<file path="src/rtl/core/pperl_pkg.sv">
package pperl_pkg;

  localparam int PORT_W    = 16;
  localparam int EPOCH_W   = 48;
  localparam int COUNT_W   = 16;
  localparam int OUTCOME_W = 3;
  localparam int CFG_IDX_W = 2;
  localparam int CFG_W     = 48;

  localparam logic [COUNT_W-1:0] COUNT_MAX   = 16'hffff;
  localparam logic [COUNT_W-1:0] COUNT_ONE   = 16'd1;
  localparam logic [COUNT_W-1:0] LIMIT_RESET = 16'd2;

  localparam logic [CFG_IDX_W-1:0] REG_EPOCH_VALID   = 2'd0;
  localparam logic [CFG_IDX_W-1:0] REG_CURRENT_EPOCH = 2'd1;
  localparam logic [CFG_IDX_W-1:0] REG_BURST_LIMIT   = 2'd2;

  localparam logic [OUTCOME_W-1:0] OUT_NEW      = 3'd0;
  localparam logic [OUTCOME_W-1:0] OUT_COUNTED  = 3'd1;
  localparam logic [OUTCOME_W-1:0] OUT_DROPPED  = 3'd2;
  localparam logic [OUTCOME_W-1:0] OUT_FULL     = 3'd3;
  localparam logic [OUTCOME_W-1:0] OUT_NO_EPOCH = 3'd4;

  // controller -> datapath
  typedef struct packed {
    logic start;   // item accepted: latch key, clear scan trackers
    logic scan;    // issue table read at scan index
    logic commit;  // apply table update and load result register
  } cmd_t;

  // datapath -> controller
  typedef struct packed {
    logic epoch_on;
    logic scan_last;
    logic out_free;
  } sts_t;

endpackage

</file>
<file path="src/rtl/core/pperl_ctrl.sv">
module pperl_ctrl (
  input  logic            clk,
  input  logic            rst,
  input  logic            in_valid,
  output logic            in_ready,
  input  pperl_pkg::sts_t sts,
  output pperl_pkg::cmd_t cmd
);

  localparam logic [1:0] ST_IDLE   = 2'd0;
  localparam logic [1:0] ST_SCAN   = 2'd1;
  localparam logic [1:0] ST_DRAIN  = 2'd2;
  localparam logic [1:0] ST_FINISH = 2'd3;

  logic [1:0] state;
  logic [1:0] state_next;

  assign in_ready = (state == ST_IDLE);

  always_comb begin
    state_next = state;
    cmd        = '0;
    unique case (state)
      ST_IDLE: begin
        if (in_valid) begin
          cmd.start  = 1'b1;
          state_next = sts.epoch_on ? ST_SCAN : ST_FINISH;
        end
      end
      ST_SCAN: begin
        cmd.scan = 1'b1;
        if (sts.scan_last) begin
          state_next = ST_DRAIN;
        end
      end
      // last read's data is checked here
      ST_DRAIN: begin
        state_next = ST_FINISH;
      end
      ST_FINISH: begin
        if (sts.out_free) begin
          cmd.commit = 1'b1;
          state_next = ST_IDLE;
        end
      end
      default: begin
        state_next = ST_IDLE;
      end
    endcase
  end

  always_ff @(posedge clk) begin
    if (rst) begin
      state <= ST_IDLE;
    end else begin
      state <= state_next;
    end
  end

endmodule

</file>
<file path="src/rtl/core/pperl_dpath.sv">
module pperl_dpath #(
  parameter int TABLE_ENTRIES = 8
) (
  input  logic                                 clk,
  input  logic                                 rst,
  input  logic                                 cfg_we,
  input  logic [pperl_pkg::CFG_IDX_W-1:0]      cfg_index,
  input  logic [pperl_pkg::CFG_W-1:0]          cfg_data,
  input  logic [pperl_pkg::PORT_W-1:0]         udp_port,
  input  logic                                 out_ready,
  output logic                                 out_valid,
  output logic                                 pass,
  output logic [pperl_pkg::OUTCOME_W-1:0]      outcome,
  input  pperl_pkg::cmd_t                      cmd,
  output pperl_pkg::sts_t                      sts
);

  localparam int IDX_W = (TABLE_ENTRIES > 1) ? $clog2(TABLE_ENTRIES) : 1;
  localparam logic [IDX_W-1:0] LAST_IDX = IDX_W'(TABLE_ENTRIES - 1);

  // configuration
  logic                             epoch_valid;
  logic [pperl_pkg::EPOCH_W-1:0]    current_epoch;
  logic [pperl_pkg::COUNT_W-1:0]    burst_limit;

  always_ff @(posedge clk) begin
    if (rst) begin
      epoch_valid   <= 1'b0;
      current_epoch <= '0;
      burst_limit   <= pperl_pkg::LIMIT_RESET;
    end else if (cfg_we) begin
      unique case (cfg_index)
        pperl_pkg::REG_EPOCH_VALID:   epoch_valid   <= cfg_data[0];
        pperl_pkg::REG_CURRENT_EPOCH: current_epoch <= cfg_data[pperl_pkg::EPOCH_W-1:0];
        pperl_pkg::REG_BURST_LIMIT:   burst_limit   <= cfg_data[pperl_pkg::COUNT_W-1:0];
        default: ;
      endcase
    end
  end

  // table: valid bits in flops, payload in a single-read-port memory
  logic [TABLE_ENTRIES-1:0]      entry_valid;
  logic [pperl_pkg::PORT_W-1:0]  mem_port  [TABLE_ENTRIES];
  logic [pperl_pkg::EPOCH_W-1:0] mem_epoch [TABLE_ENTRIES];
  logic [pperl_pkg::COUNT_W-1:0] mem_count [TABLE_ENTRIES];

  logic [pperl_pkg::PORT_W-1:0]  rd_port;
  logic [pperl_pkg::EPOCH_W-1:0] rd_epoch;
  logic [pperl_pkg::COUNT_W-1:0] rd_count;

  logic [pperl_pkg::PORT_W-1:0]  key;
  logic [IDX_W-1:0]              rd_idx;
  logic [IDX_W-1:0]              chk_idx;
  logic                          chk_valid;

  logic                          hit;
  logic [IDX_W-1:0]              hit_idx;
  logic [pperl_pkg::EPOCH_W-1:0] hit_epoch;
  logic [pperl_pkg::COUNT_W-1:0] hit_count;
  logic                          free;
  logic [IDX_W-1:0]              free_idx;

  // update decision
  logic                          wr_en;
  logic [IDX_W-1:0]              wr_idx;
  logic [pperl_pkg::COUNT_W-1:0] wr_count;
  logic                          res_pass;
  logic [pperl_pkg::OUTCOME_W-1:0] res_outcome;

  always_ff @(posedge clk) begin
    if (cmd.scan) begin
      rd_port  <= mem_port[rd_idx];
      rd_epoch <= mem_epoch[rd_idx];
      rd_count <= mem_count[rd_idx];
    end
    if (cmd.commit && wr_en) begin
      mem_port[wr_idx]  <= key;
      mem_epoch[wr_idx] <= current_epoch;
      mem_count[wr_idx] <= wr_count;
    end
  end

  always_ff @(posedge clk) begin
    if (rst) begin
      entry_valid <= '0;
    end else if (cmd.commit && wr_en) begin
      entry_valid[wr_idx] <= 1'b1;
    end
  end

  always_ff @(posedge clk) begin
    if (rst) begin
      rd_idx    <= '0;
      chk_valid <= 1'b0;
      hit       <= 1'b0;
      free      <= 1'b0;
    end else begin
      chk_valid <= cmd.scan;
      if (cmd.start) begin
        rd_idx <= '0;
        hit    <= 1'b0;
        free   <= 1'b0;
      end else begin
        if (cmd.scan) begin
          rd_idx <= rd_idx + IDX_W'(1);
        end
        // first matching valid entry, first invalid entry
        if (chk_valid) begin
          if (entry_valid[chk_idx]) begin
            if (!hit && rd_port == key) begin
              hit <= 1'b1;
            end
          end else if (!free) begin
            free <= 1'b1;
          end
        end
      end
    end
  end

  always_ff @(posedge clk) begin
    if (cmd.start) begin
      key <= udp_port;
    end
    if (cmd.scan) begin
      chk_idx <= rd_idx;
    end
    if (chk_valid) begin
      if (entry_valid[chk_idx]) begin
        if (!hit && rd_port == key) begin
          hit_idx   <= chk_idx;
          hit_epoch <= rd_epoch;
          hit_count <= rd_count;
        end
      end else if (!free) begin
        free_idx <= chk_idx;
      end
    end
  end

  always_comb begin
    wr_en       = 1'b0;
    wr_idx      = hit_idx;
    wr_count    = pperl_pkg::COUNT_ONE;
    res_pass    = 1'b1;
    res_outcome = pperl_pkg::OUT_NO_EPOCH;
    if (epoch_valid) begin
      if (!hit) begin
        if (free) begin
          wr_en       = 1'b1;
          wr_idx      = free_idx;
          res_outcome = pperl_pkg::OUT_NEW;
        end else begin
          res_outcome = pperl_pkg::OUT_FULL;
        end
      end else if (hit_epoch != current_epoch) begin
        wr_en       = 1'b1;
        res_outcome = pperl_pkg::OUT_NEW;
      end else if (hit_count > burst_limit) begin
        res_pass    = 1'b0;
        res_outcome = pperl_pkg::OUT_DROPPED;
      end else begin
        wr_en       = 1'b1;
        wr_count    = (hit_count == pperl_pkg::COUNT_MAX) ? hit_count
                                                         : hit_count + pperl_pkg::COUNT_ONE;
        res_outcome = pperl_pkg::OUT_COUNTED;
      end
    end
  end

  // result register
  always_ff @(posedge clk) begin
    if (rst) begin
      out_valid <= 1'b0;
    end else if (cmd.commit) begin
      out_valid <= 1'b1;
    end else if (out_ready) begin
      out_valid <= 1'b0;
    end
  end

  always_ff @(posedge clk) begin
    if (cmd.commit) begin
      pass    <= res_pass;
      outcome <= res_outcome;
    end
  end

  assign sts.epoch_on  = epoch_valid;
  assign sts.scan_last = (rd_idx == LAST_IDX);
  assign sts.out_free  = !out_valid || out_ready;

endmodule

</file>
<file path="src/rtl/core/per_port_epoch_rate_limiter_top.sv">
// Per-port fixed-window rate limiter. Each item is a UDP source port; the block
// answers with pass/drop and an outcome code, one result per item. The port
// table has TABLE_ENTRIES entries held in a single-read-port memory that is
// scanned one entry a cycle. With an epoch set, an item is accepted, every entry
// is read in turn, the data of the last read is checked, and the result is then
// loaded; with no epoch set the scan is skipped and the result is loaded after
// acceptance. The block holds one item at a time; the next
// item is accepted in the cycle after a result is loaded, while that result may
// still wait in the output register; an item that finishes while a result still
// waits holds its own result back until the waiting one is taken.
// Valid marks of the table clear at reset; no clearing pass is needed.
module per_port_epoch_rate_limiter_top #(
  parameter int TABLE_ENTRIES = 8
) (
  input  logic                             clk,
  input  logic                             rst,
  input  logic                             cfg_we,
  input  logic [pperl_pkg::CFG_IDX_W-1:0]  cfg_index,
  input  logic [pperl_pkg::CFG_W-1:0]      cfg_data,
  input  logic                             in_valid,
  output logic                             in_ready,
  input  logic [pperl_pkg::PORT_W-1:0]     udp_port,
  output logic                             out_valid,
  input  logic                             out_ready,
  output logic                             pass,
  output logic [pperl_pkg::OUTCOME_W-1:0]  outcome
);

  pperl_pkg::cmd_t cmd;
  pperl_pkg::sts_t sts;

  pperl_ctrl u_ctrl (
    .clk      (clk),
    .rst      (rst),
    .in_valid (in_valid),
    .in_ready (in_ready),
    .sts      (sts),
    .cmd      (cmd)
  );

  pperl_dpath #(
    .TABLE_ENTRIES (TABLE_ENTRIES)
  ) u_dpath (
    .clk       (clk),
    .rst       (rst),
    .cfg_we    (cfg_we),
    .cfg_index (cfg_index),
    .cfg_data  (cfg_data),
    .udp_port  (udp_port),
    .out_ready (out_ready),
    .out_valid (out_valid),
    .pass      (pass),
    .outcome   (outcome),
    .cmd       (cmd),
    .sts       (sts)
  );

endmodule

</file>
<file path="config.mk">
export PLATFORM = sky130hd
export DESIGN_NAME = per_port_epoch_rate_limiter_top
export DESIGN_NICKNAME = d
export VERILOG_FILES = /design/src/rtl/core/pperl_pkg.sv /design/src/rtl/core/pperl_ctrl.sv /design/src/rtl/core/pperl_dpath.sv /design/src/rtl/core/per_port_epoch_rate_limiter_top.sv
export SDC_FILE = /design/constraint.sdc
export NUM_CORES = 1
export LEC_CHECK = 0
export BUFFER_PORTS_ARGS = -buffer_cell sky130_fd_sc_hd__buf_2
export CORE_MARGIN = 2
export CORE_UTILIZATION = 56
export CTS_BUF_LIST = sky130_fd_sc_hd__clkbuf_4 sky130_fd_sc_hd__clkbuf_8
export DETAILED_ROUTE_END_ITERATION = 8
export PLACE_DENSITY_LB_ADDON = 0.15
export SLEW_MARGIN = 20
export SYNTH_ARGS = -nofsm -noshare
export SYNTH_HDL_FRONTEND = slang
export SYNTH_SLANG_ARGS = --single-unit
</file>
<file path="constraint.sdc">
create_clock -name clk -period 8.5 [get_ports clk]
set_input_delay 0.425 -clock clk [delete_from_list [all_inputs] [get_ports clk]]
set_output_delay 0.425 -clock clk [all_outputs]
set_load 0.03 [all_outputs]
</file>
### Word level (Yosys, flattened, before mapping)

Memory sizes are Yosys's and may differ from the RTL's. A register that Yosys moved wholly into a read port is not among the register bits.
Cells that the tools add are included.

| word-level totals | value |
|---|---|
| register bits | 175 |
| memory bits (writable) | 640 |
| input bits | 71 |
| output and inout bits | 6 |
| logic and storage cells | 95 |
| memories | 3 |

| cells by class | value |
|---|---|
| add/subtract/negate cells | 2 |
| magnitude comparators | 4 |
| equal/unequal tests | 12 |
| multiplexer cells | 35 |
| bitwise gates (word level) | 3 |
| reductions and logical operators | 18 |

Memories:

| memory | depth | bits a word | read ports | clocked after memory_dff | wr ports | RTL line | source |
|---|---|---|---|---|---|---|---|
| u_dpath.mem_epoch | 8 | 48 | 1 | 1 | 1 | pperl_dpath.sv:44 | `logic [pperl_pkg::EPOCH_W-1:0] mem_epoch [TABLE_ENTRIES];` |
| u_dpath.mem_count | 8 | 16 | 1 | 1 | 1 | pperl_dpath.sv:45 | `logic [pperl_pkg::COUNT_W-1:0] mem_count [TABLE_ENTRIES];` |
| u_dpath.mem_port | 8 | 16 | 1 | 1 | 1 | pperl_dpath.sv:43 | `logic [pperl_pkg::PORT_W-1:0] mem_port [TABLE_ENTRIES];` |

Operators with widths:

| cell | count |
|---|---|
| 2-to-1 mux 16 bit | 5 |
| != test 48 bit | 1 |
| adder 16 x 1 -> 16 bit (second input constant) | 1 |
| == test 16 bit | 1 |
| == test 16 bit (second input constant) | 1 |
| greater-than comparator 16 bit | 1 |
| 2-to-1 mux 1 bit | 16 |
| 2-to-1 mux 3 bit | 5 |
| 2-to-1 mux 2 bit | 6 |
| AND reduction 2 bit | 5 |
| AND reduction 3 bit | 3 |
| < comparator 3 x 4 -> 1 bit (second input constant) | 2 |
| OR 8 bit | 1 |
| case mux 2 bit (4 select lines) | 1 |
| == test 2 bit (second input constant) | 3 |
| != test 2 bit (second input constant) | 3 |
| == test 2 x 1 -> 1 bit (second input constant) | 2 |
| zero test 2 bit | 2 |
| adder 3 x 1 -> 3 bit (second input constant) | 1 |
| binary-select mux 1 bit (select 3 bit) | 1 |
| demux 1 bit (select 3 bit) | 1 |
| == test 3 bit (second input constant) | 1 |
| greater-or-equal comparator 3 x 1 -> 1 bit (second input constant) | 1 |
| logical AND 1 bit | 3 |
| other kinds (5) | 7 |

### Logic depth before layout (Yosys ltp)

Gate-level depths: netlist of run 1.

| logic depth | value |
|---|---|
| word-level depth | 8 |
| depth in mapped cells | 9 |
| gate-level depth less buffers | 8 |

### Modules after synthesis

From an unflattened synthesis of run 1, not the netlist that was laid out.

| second synthesis, totals | value |
|---|---|
| cells, all modules | 1723 |
| area, all modules | 33905.0 µm² |

By module, submodules not included:

| module | times used | cells an instance | area an instance (µm²) | sequential area each (µm²) |
|---|---|---|---|---|
| pperl_dpath | 1 | 1702 | 33714.8 | 26015.0 |
| pperl_ctrl | 1 | 21 | 190.2 | 40.0 |

### Worst setup path before layout of run 1

OpenSTA, ideal clock, no wires.

| path | value |
|---|---|
| path type | reg2reg |
| start point | register u_dpath.key[11] in the netlist's numbering |
| end point | register u_dpath.hit_count[0] in the netlist's numbering (enable) |
| setup time | 0.661 ns |
| arrival | 7.449 ns |
| required time | 7.839 ns |
| slack | 0.390 ns |
| stages on the path, launching flop included | 5 |
| path buffers | 0 |
| clock period less this slack | 8.110 ns |
| path through | edfxtp_1 xor2_1 nor4_1 nand4b_1 nor4_1 |

| on the way | value |
|---|---|
| longest elaborated chain between the ends | 3 |

Ends and longest elaborated chain:

| what | RTL line | source |
|---|---|---|
| from (decl) | pperl_dpath.sv:51 | `logic [pperl_pkg::PORT_W-1:0] key;` |
| from (signal assigned) | pperl_dpath.sv:123 | `key <= udp_port;` |
| == test 16 bit | pperl_dpath.sv:130 | `if (!hit && rd_port == key) begin` |
| logical AND 1 bit | pperl_dpath.sv:130 |  |
| AND reduction 3 bit (no line) | -- |  |
| to (signal assigned) | pperl_dpath.sv:133 | `hit_count <= rd_count;` |
| to (decl) | pperl_dpath.sv:59 | `logic [pperl_pkg::COUNT_W-1:0] hit_count;` |

Every way passes these cells.
A chain may end at the register's enable or synchronous reset.

### Worst setup path after layout of run 1

| path | value |
|---|---|
| start point | register u_dpath.current_epoch[36] in the netlist's numbering |
| end point | memory u_dpath.mem_epoch[3][44] in the netlist's numbering (enable) |

| on the way | value |
|---|---|
| longest elaborated chain between the ends | 7 |

Ends and longest elaborated chain:

| what | RTL line | source |
|---|---|---|
| from (decl) | pperl_dpath.sv:23 | `logic [pperl_pkg::EPOCH_W-1:0] current_epoch;` |
| from (signal assigned) | pperl_dpath.sv:34 | `pperl_pkg::REG_CURRENT_EPOCH: current_epoch <= cfg_data[pperl_pkg::EPOCH_W-1:0];` |
| != test 48 bit | pperl_dpath.sv:156 | `end else if (hit_epoch != current_epoch) begin` |
| 2-to-1 mux 1 bit | pperl_dpath.sv:156 |  |
| 2-to-1 mux 1 bit | pperl_dpath.sv:148 | `if (!hit) begin` |
| 2-to-1 mux 1 bit | pperl_dpath.sv:147 | `if (epoch_valid) begin` |
| logical AND 1 bit | pperl_dpath.sv:76 | `if (cmd.commit && wr_en) begin` |
| 2-to-1 mux 1 bit | pperl_dpath.sv:76 |  |
| 2-to-1 mux 1 bit (implied by the code) | pperl_dpath.sv:78 | `mem_epoch[wr_idx] <= current_epoch;` |
| to (decl) | pperl_dpath.sv:44 |  |

Every way passes these cells.

==> results of run 1 <==
[metal layers]
layer / global-route usage, % / vias to the layer above
li1: - / 7325
met1: 33.3 / 8620
met2: 36.2 / 553
met3: 5.23 / 94
met4: 7.85 / 2
met5: 0 / -
[report_power, final]
group          switching, mW  internal, mW  total [mW]
registers              0.154          5.05        5.20
clock network           1.60          2.13        3.73
logic                  0.427         0.435       0.862
[stage by stage]
stage | hold WS, ns | power, mW | setup WS [ns] | utilization [%] | cell area, um2
5_1_grt | 0.00473 | 10.2 | 3.66 | 64.8 | 39000
3_5_place_dp | 0.405 | 6.15 | 3.92 | 58.7 | 35300
3_3_place_gp | 0.401 | 6.13 | 4.03 | 58.7 | 35300
2_1_floorplan | 0.400 | 5.90 | 0.390 | - | 34000
4_1_cts | 0.00522 | 9.90 | 3.86 | 64.8 | 38900
6_report | 0.0410 | 9.79 | 3.98 | 64.8 | 39000
[worst max-delay path, cell delays in order, from the launching register on]
cell and delay (ns):
dfxtp_1 0.51, xnor2_1 0.17, nand4_1 0.16, nor4_1 0.69, nand4_1 0.48, nor3_4 0.98
nor3_4 0.28, buf_4 0.40, buf_4 0.43
[layout by cell type (no fill, tap or decap), types with 3 or more instances in the layout]
cell type      Yosys  final
dlygate4sd3_1      0     67
nand2_1          141    141
mux2_2            80     80
nor2b_1            4      4
clkbuf_8           0    165
and4_1             3      3
and2_1             4      4
nand3b_1           4      4
edfxtp_1         813    813
clkinv_2           0     16
nor3_1             7      5
nor2_1            32     32
clkbuf_4           0     54
dfxtp_4            0      3
bufinv_16          0      4
a211oi_1           4      4
nor4_1            11      9
dfxtp_1           82     79
clkinvlp_4         0      3
ha_1              23     22
xor2_1            29     29
nor3_4             1      7
o22ai_2            4      4
nand4_1           17     17
a21oi_1           72     72
o22ai_1            3      3
clkinv_1           0     14
nand2b_1           6      6
mux4_2           162    162
inv_1             38     38
nand3_1           10     10
xnor2_1           39     39
mux2i_1            7      7
buf_4              0     27
buf_2             18     75
o32ai_1            4      4
[Yosys cell counts (2+ instances only)]
cell type / instances / area share, %
buf_6: 2 / 0.066
nor2_1: 32 / 0.35
mux2_2: 80 / 2.7
or2_2: 2 / 0.037
edfxtp_1: 813 / 72
nor3_1: 7 / 0.10
and3_1: 2 / 0.037
and4_1: 3 / 0.077
nand2b_1: 6 / 0.11
nand4_1: 17 / 0.31
buf_1: 5 / 0.055
clkbuf_1: 44 / 0.49
mux4_2: 162 / 11
dfxtp_1: 82 / 4.8
nand3_1: 10 / 0.15
nor3_2: 6 / 0.18
nor2b_1: 4 / 0.074
xor2_1: 29 / 0.75
buf_2: 18 / 0.27
a211o_1: 2 / 0.052
a21oi_1: 72 / 1.1
a31oi_1: 2 / 0.037
o22ai_1: 3 / 0.055
a21oi_2: 2 / 0.052
a311oi_1: 2 / 0.052
a211oi_1: 4 / 0.088
nor4_1: 11 / 0.20
xnor2_1: 39 / 1.0
o32ai_1: 4 / 0.10
o22ai_2: 4 / 0.15
o21ai_1: 2 / 0.029
ha_1: 23 / 0.85
and3b_1: 2 / 0.052
mux2i_1: 7 / 0.21
inv_1: 38 / 0.42
nand3b_1: 4 / 0.088
and2_1: 4 / 0.074
nand2_1: 141 / 1.6
[cell type report]
cell class / instances / area share [%]
Inverter: 38 / 0.366
Multi-Input combinational cell: 709 / 19.3
Timing Repair Buffer: 170 / 3.26
Tap cell: 782 / 2.51
Clock buffer: 219 / 6.87
Clock inverter: 39 / 0.752
Sequential cell: 895 / 66.9
[kinds of logic (layout without fill, tap and decap cells)]
group                      after synthesis  count (layout)  share of synthesized area [%]
buffers and inverters                  108             466                           1.34
and+or+nand+nor                        262             262                           3.74
muxes                                  249             249                           13.6
DFF                                    895             895                           76.7
xor gates and xnor gates                69              69                           1.80
AOI/OAI and AO/OA                      106             106                           1.95
adders and majority gates               23              23                          0.847
[flip-flops by register name (all words and copies together) (netlist names), 48 cells and up]
register and flops:
u_dpath.hit_epoch 48, u_dpath.mem_count 128, u_dpath.rd_epoch 48, u_dpath.mem_port 128
u_dpath.current_epoch 48, u_dpath.mem_epoch 384
[worst max-delay path by stage]
stage,end
global placement,u_dpath.mem_port[3][7]$_DFFE_PP_
finish,u_dpath.mem_epoch[3][44]$_DFFE_PP_
detailed placement,u_dpath.mem_port[3][7]$_DFFE_PP_
floorplan,u_dpath.hit_count[0]$_DFFE_PP_
global route,u_dpath.mem_epoch[3][44]$_DFFE_PP_
CTS,u_dpath.mem_epoch[3][44]$_DFFE_PP_
[what timing repair did]
item,in CTS,in global routing
hold endpoints to repair,79,0
hold buffers,67,0
gates resized for setup,0,0
buffers inserted,0,0
==> out/qor.csv, run 1 <==
metric,value,unit
CP Launch Type,register,
fill cell count,4152,
area of the multi-input gates,7530,um2
HP Class,in2reg,
initial antenna violation count,2,
CTS Root Cell,clkbuf_8,
Detailed Routing Iterations Pass 1,5,
Mapped Area,34000,um2
port bufs,76,
total track usage,23.3,%
setup TNS,0,ns
"Hold Vio Cnt, Final",0,
Crit. Startpoint,u_dpath.current_epoch[36]$_SDFFE_PP0P_,
reg2reg start,u_dpath.current_epoch[36]$_SDFFE_PP0P_,
Yosys reg bits,895,
Finished Layout Cells,2852,
layout cells sized above 1,30.0,%
RSZ-0062 raised after global routing,false,
peak supply drop,0.000349,V
"EDFF count, synth",813,
Die H,250,um
DP HPWL,38100,um
# IOs,77,
Critical Path Fanout Max,39,
minimum clock period,4.52,ns
WP data arrival,4.93,ns
HP Start,cfg_data[29],
Max Fclk,221,MHz
vias per cell,5.82,
main flop type after synthesis,edfxtp_1,
"wirelength, routed",71100,um
Worst Path Required,8.91,ns
Num CTS Buffers,142,
global route overflow,0,
Routed Antenna Nets,0,
post-route clock period utilization,53.2,%
Leak Pwr,12.8,nW
Worst Reg2Reg Path Length in Cells,8,
Setup-failing EPs final,0,
Max Used Layer,met5,
DIE WIDTH,250,um
Async SR Flop Fraction,0,%
Ys Warns,0,
row count,90,
Core Box Area,60100,um2
Starting Density,56.5,%
FF-to-FF setup slack,3.98,ns
nature of the critical path endpoint,register,
First DRT Iteration DRCs,1400,
R2R Path End,u_dpath.mem_epoch[3][44]$_DFFE_PP_,
worst slew pin tran,1.10,ns
Final Net Count,2050,
detailed-route wire length per cell,24.9,um
Metal-1 WL,31400,um
relative slew slack,26.7,%
die area,62600,um2
vias in the first global route,17600,
RePlAce Congestion,0.813,
met2 WL,33600,um
status,completed,
storage element area,26100,um2
worst setup path class,reg2reg,
syn_area_per_cell,19.8,um2
clk_skew,0.0353,ns
first-pass GRT wire length,107000,um
Pwr per Cell Area,251,nW/um2
H-tree Lvls,4,
Placed Cells,2527,
WL met3,4570,um
sequential-to-total area share from yosys stat,76.7,%
CTS tree,built,
Mapped Cells,1712,
Syn Nets,1806,
clk sinks,895,
Max Slew Vio Count,0,
worst skew pair latency,0.77,ns
max-cap viol count,0,
Clock transition at path regs,0.06,ns
P&R area growth vs syn,14.7,%
WHS Path Cells,3,
Worst Hold Path EP,u_dpath.current_epoch[29]$_SDFFE_PP0P_,
vias,16600,
n_diodes,0,
largest net degree at the start of global routing,97,
clk buf depth,3,
library cells used by synthesis,60,
residual DRC count,0,
Power figures use the tool's default switching activity.
==> run 2: changes to the inputs <==
- clock period: 8.5 -> 4.6 ns (I/O delays scaled with it)
==> out/qor.csv, run 2 (same netlist as run 1, synthesis figures left out) <==
metric,value,unit,change
port bufs,76,,unchanged
Hold WS,0.164,ns,+0.123 ns
Net Sw Power,4.09,mW,+88%
first-pass GRT wire length,107000,um,+0.15%
Clk pwr share,38.0,%,about the same
"Hold Vio Cnt, Final",0,,unchanged
Num CTS Buffers,143,,+0.70%
Leak Pwr,12.9,nW,+0.54%
Setup-failing EPs final,0,,unchanged
layout cells sized above 1,30.3,%,+0.23 points
total track usage,23.3,%,-0.034 points
worst slew pin tran,1.02,ns,-0.0753 ns
Detailed Routing Iterations Pass 1,5,,unchanged
Largest regs,"u_dpath.mem_epoch: 384 flops, u_dpath.mem_count: 128 flops, u_dpath.mem_port: 128 flops",,
Flop pwr share,53.0,%,-0.2 points
RePlAce Congestion,0.817,,+0.59%
largest net degree at the start of global routing,64,,-34%
clk sinks,895,,unchanged
DP HPWL,37700,um,-1.1%
Final Net Count,2061,,+0.54%
Die H,250,um,unchanged
Max Slew Vio Count,0,,unchanged
CP Launch Type,register,,
Pwr per Cell Area,464,nW/um2,+85%
DIE WIDTH,250,um,unchanged
Design Power,18.1,mW,+85%
vias in the first global route,17700,,+0.52%
Max Fclk,275,MHz,+24%
"wirelength, routed",71300,um,+0.24%
Critical Path Slowest Stage Cell,a311oi_1,,
Worst Path Required,5.03,ns,-3.88 ns
H-tree Lvls,4,,unchanged
Starting Density,56.5,%,unchanged
Internal Pwr Total,14.0,mW,+85%
Routed Antenna Nets,0,,unchanged
worst setup path class,reg2reg,,
peak supply drop,0.000336,V,-3.6%
CP Cell Sequence,"xnor2_1, nand4_1, nor4_2, and4_1, nand4_4, a311oi_1",,
"commonest non-fill, non-tap cell in the layout",edfxtp_1,,
max-cap viol count,0,,unchanged
relative slew slack,31.4,%,+4.6 points
global route overflow,0,,unchanged
minimum clock period,3.63,ns,-0.888 ns
nature of the critical path endpoint,register,,
vias,16900,,+1.7%
First DRT Iteration DRCs,1556,,+11%
detailed-route wire length per cell,24.9,um,-0.21%
Clock transition at path regs,0.06,ns,about the same
row count,90,,unchanged
P&R area growth vs syn,15.1,%,
Core Box Area,60100,um2,unchanged
clk_skew,0.0274,ns,-0.00783 ns
WP data arrival,4.06,ns,-0.87 ns
initial antenna violation count,1,,-1
fill cell count,4113,,-0.94%
status,completed,,
Reg with most FFs,u_dpath.mem_epoch,,
post-route clock period utilization,78.9,%,+26 points
RSZ-0062 raised after global routing,false,,
HP Class,in2reg,,
die area,62600,um2,unchanged
sw frac,22.6,%,+0.30 points
final core occ,65.0,%,+0.21 points
Placed Cells,2533,,+0.24%
max FFs per register,384,,unchanged
Critical Path Fanout Max,14,,-64%
Comb power frac,9.0,%,+0.2 points
vias per cell,5.89,,+1.3%
most frequent cells in the layout,"edfxtp_1, clkbuf_8, mux4_2",,
Worst path max stage delay,0.87,ns,-0.11 ns
# IOs,77,,unchanged
CTS tree,built,,
clk buf depth,3,,unchanged
Finished Layout Cells,2865,,+0.46%
worst skew pair latency,0.78,ns,about the same
CTS Root Cell,clkbuf_8,,
residual DRC count,0,,unchanged
[run 2: cell count changes in the layout (fill, tap and decap cells not counted), moves of 2 or more]
| cell | previous run | this run |
|---|---|---|
| diode_2 | 0 | 2 |
| nor3_2 | 2 | 0 |
| dlygate4sd3_1 | 67 | 71 |
| clkinv_2 | 16 | 14 |
| nor3_4 | 7 | 9 |
| clkbuf_4 | 54 | 58 |
| buf_4 | 27 | 31 |
| clkbuf_8 | 165 | 168 |
| bufinv_16 | 4 | 2 |
| buf_12 | 1 | 3 |
[run 2: worst max-delay path, delay by kind of cell, from the launching register on]
kind | cells | cell delay (ns)
XOR/XNOR | 1 | 0.16
flip-flops | 1 | 0.53
AO/OA/AOI/OAI | 1 | 0.87
AND/OR/NAND/NOR | 4 | 1.71
[run 2: stage by stage]
step | TNS [ns] | cell area, um2 | setup slack, ns
2_1_floorplan | -354.73 | 34000 | -0.949
3_3_place_gp | 0 | 35400 | 0.757
3_5_place_dp | 0 | 35400 | 0.953
4_1_cts | 0 | 39100 | 0.934
5_1_grt | 0 | 39100 | 0.846
6_report | 0 | 39100 | 0.969
[run 2: area by class of cell]
cell class | count | area (um2) | area share [%]
antenna | 2 | 5.00 | 0.0128
clock buffer | 226 | 2750 | 7.03
clock inverter | 33 | 210 | 0.538
inverter | 38 | 143 | 0.365
multi-input combinational | 709 | 7550 | 19.3
sequential | 895 | 26100 | 66.7
tap | 782 | 978 | 2.50
timing repair buffer | 180 | 1380 | 3.53
[run 2: power groups by stage]
stage                     registers (mW)  logic [mW]  clock network [mW]
after CTS                           9.62        1.67                7.03
after detailed placement            9.78        1.62                   0
after global placement              9.76        1.59                   0
final                               9.61        1.63                6.90
after global routing                9.65        1.77                7.38
after floorplan                     9.65        1.26                   0
[run 2: what timing repair did]
| item | in CTS | in global routing |
|---|---|---|
| endpoints found under the hold margin | 93 | 0 |
| hold buffers | 71 | 0 |
| setup buffers | 0 | 0 |
| gates resized for setup | 0 | 0 |
[run 2: worst paths after layout]
check                                                             from                                 end  slack (ns)  cells past startpoint
worst max register to register  u_dpath.current_epoch[45]$_SDFFE_PP0P_  u_dpath.mem_count[4][15]$_DFFE_PP_        0.97                      6
worst max-delay path            u_dpath.current_epoch[45]$_SDFFE_PP0P_  u_dpath.mem_count[4][15]$_DFFE_PP_        0.97                      6
worst min register to register          u_dpath.rd_epoch[32]$_DFFE_PP_     u_dpath.hit_epoch[32]$_DFFE_PP_        0.41                      0
worst min-delay path                                      udp_port[14]           u_dpath.key[14]$_DFFE_PP_        0.16                      2
[run 2: per-layer routing]
layer	GRT usage, %	part of all wire, %	vias up
met5	0	0	-
met4	7.17	1.8	0
met3	4.59	6.2	104
met2	37.2	49	568
met1	33.0	43	8864
li1	-	-	7345
==> run 3: changes to the inputs <==
- clock period: 4.6 -> 3.8 ns (I/O delays scaled with it)
==> out/qor.csv, run 3 (same netlist as run 1, synthesis figures left out) <==
metric,value,unit,change
status,completed,,
# IOs,77,,unchanged
"commonest non-fill, non-tap cell in the layout",edfxtp_1,,
max-cap viol count,0,,unchanged
Num CTS Buffers,142,,-0.70%
Worst Path Required,4.23,ns,-0.80 ns
RePlAce Congestion,0.867,,+6.1%
WL met3,4010,um,-9.0%
most frequent cells in the layout,"edfxtp_1, mux4_2, clkbuf_8",,
Internal Pwr Total,17.3,mW,+23%
peak supply drop,0.000506,V,+51%
CTS Root Cell,clkbuf_8,,
DP Area,35700,um2,+0.86%
first-pass GRT wire length,109000,um,+1.8%
total track usage,23.7,%,+0.36 points
minimum clock period,3.37,ns,-0.265 ns
clk_skew,0.0313,ns,+0.00387 ns
WP data arrival,3.80,ns,-0.26 ns
worst skew pair latency,0.78,ns,about the same
Metal-1 WL,31300,um,+1.9%
worst setup path class,reg2reg,,
H-tree Lvls,4,,unchanged
residual DRC count,0,,unchanged
relative slew slack,31.4,%,+0.057 points
largest net degree at the start of global routing,87,,+36%
P&R area growth vs syn,16.4,%,
worst slew pin tran,1.03,ns,+0.00522 ns
global route overflow,0,,unchanged
vias,16800,,-0.72%
post-route clock period utilization,88.6,%,+9.6 points
vias in the first global route,18000,,+1.8%
final core occ,65.7,%,+0.74 points
clk buf depth,3,,unchanged
Max Used Layer,met4,,
Setup-failing EPs final,0,,unchanged
max FFs per register,384,,unchanged
row count,90,,unchanged
Routed Antenna Nets,0,,unchanged
fill cell count,4101,,-0.29%
setup bufs post-CTS,0,,unchanged
Largest regs,"u_dpath.mem_epoch: 384 flops, u_dpath.mem_count: 128 flops, u_dpath.mem_port: 128 flops",,
Starting Density,56.5,%,unchanged
FF-to-FF setup slack,0.43,ns,-0.53 ns
"Hold Vio Cnt, Final",0,,unchanged
vias per cell,5.82,,-1.3%
nature of the critical path endpoint,register,,
Pwr per Cell Area,563,nW/um2,+21%
Reg with most FFs,u_dpath.mem_epoch,,
Die H,250,um,unchanged
Comb power frac,9.2,%,+0.2 points
Max Slew Vio Count,0,,unchanged
First DRT Iteration DRCs,1331,,-14%
Clk pwr share,38.6,%,+0.6 points
Flop pwr share,52.2,%,-0.8 points
"wirelength, routed",72200,um,+1.3%
Hold WS,0.132,ns,-0.0320 ns
CTS tree,built,,
Critical Path Fanout Max,38,,+24
port bufs,76,,unchanged
Core Box Area,60100,um2,unchanged
HP Class,in2reg,,
Clock transition at path regs,0.05,ns,about the same
DP HPWL,38700,um,+2.8%
Max Fclk,297,MHz,+7.9%
layout cells sized above 1,30.6,%,+0.28 points
clk sinks,895,,unchanged
Leak Pwr,13.1,nW,+1.5%
met2 WL,35600,um,+1.9%
Final Net Count,2078,,+0.82%
RSZ-0062 raised after global routing,false,,
initial antenna violation count,1,,unchanged
CP Launch Type,register,,
Final Instance Area,39500,um2,+1.1%
Detailed Routing Iterations Pass 1,5,,unchanged
detailed-route wire length per cell,25.0,um,+0.70%
die area,62600,um2,unchanged
sw frac,22.3,%,-0.26 points
DIE WIDTH,250,um,unchanged
Net Sw Power,4.96,mW,+21%
[run 3: path summary, 6_finish.rpt]
kind	startpoint	end	cells after the start
setup / recovery	u_dpath.hit_count[12]$_DFFE_PP_	u_dpath.mem_epoch[0][20]$_DFFE_PP_	8
hold / removal	udp_port[7]	u_dpath.key[7]$_DFFE_PP_	2
setup reg to reg	u_dpath.hit_count[12]$_DFFE_PP_	u_dpath.mem_epoch[0][20]$_DFFE_PP_	8
hold reg to reg	u_dpath.rd_epoch[14]$_DFFE_PP_	u_dpath.hit_epoch[14]$_DFFE_PP_	0
[run 3: cell type report]
class	instances	area, um2	area share (%)
antenna	1	2.50	0.00633
clock buffer	220	2640	6.68
clock inverter	38	394	0.997
inverter	38	143	0.361
multi-input combinational	709	7570	19.1
sequential	895	26100	66.0
tap	782	978	2.48
timing repair buffer	198	1730	4.38
[run 3: layer usage]
layer	GRT usage [%]	up-vias
li1	-	7390
met4	7.75	0
met3	4.63	97
met2	38.4	500
met1	32.8	8773
met5	0	-
[run 3: power groups by stage]
| stage | Clock, mW | Combinational, mW | Sequential, mW |
|---|---|---|---|
| global placement | 0 | 2.00 | 11.8 |
| detailed placement | 0 | 2.02 | 11.8 |
| global route | 9.20 | 2.20 | 11.7 |
| CTS | 8.78 | 2.09 | 11.6 |
| floorplan | 0 | 1.52 | 11.7 |
| finish | 8.60 | 2.04 | 11.6 |
[run 3: repair_timing]
action / 4_1_cts / 5_1_grt
hold buffers: 78 / 0
gates resized for setup: 0 / 0
endpoints found under the hold margin: 85 / 0
[run 3: through the flow]
| stage | power (mW) | TNS, ns | instances | setup slack [ns] |
|---|---|---|---|---|
| floorplan | 13.2 | -206.61 | 1712 | -0.358 |
| global placement | 13.8 | 0 | 2544 | 0.569 |
| detailed placement | 13.8 | 0 | 2544 | 0.487 |
| CTS | 22.5 | 0 | 2880 | 0.449 |
| global route | 23.1 | 0 | 2881 | 0.338 |
| finish | 22.3 | 0 | 2881 | 0.434 |
[run 3: critical path: stages, from the launching register on]
cell      delay (ns)
edfxtp_1        0.48
ha_1            0.33
nand4_1         0.20
a311oi_1        0.12
a211o_1         0.29
o31ai_4         0.32
nor3_4          0.07
nor3_4          0.79
buf_12          0.38
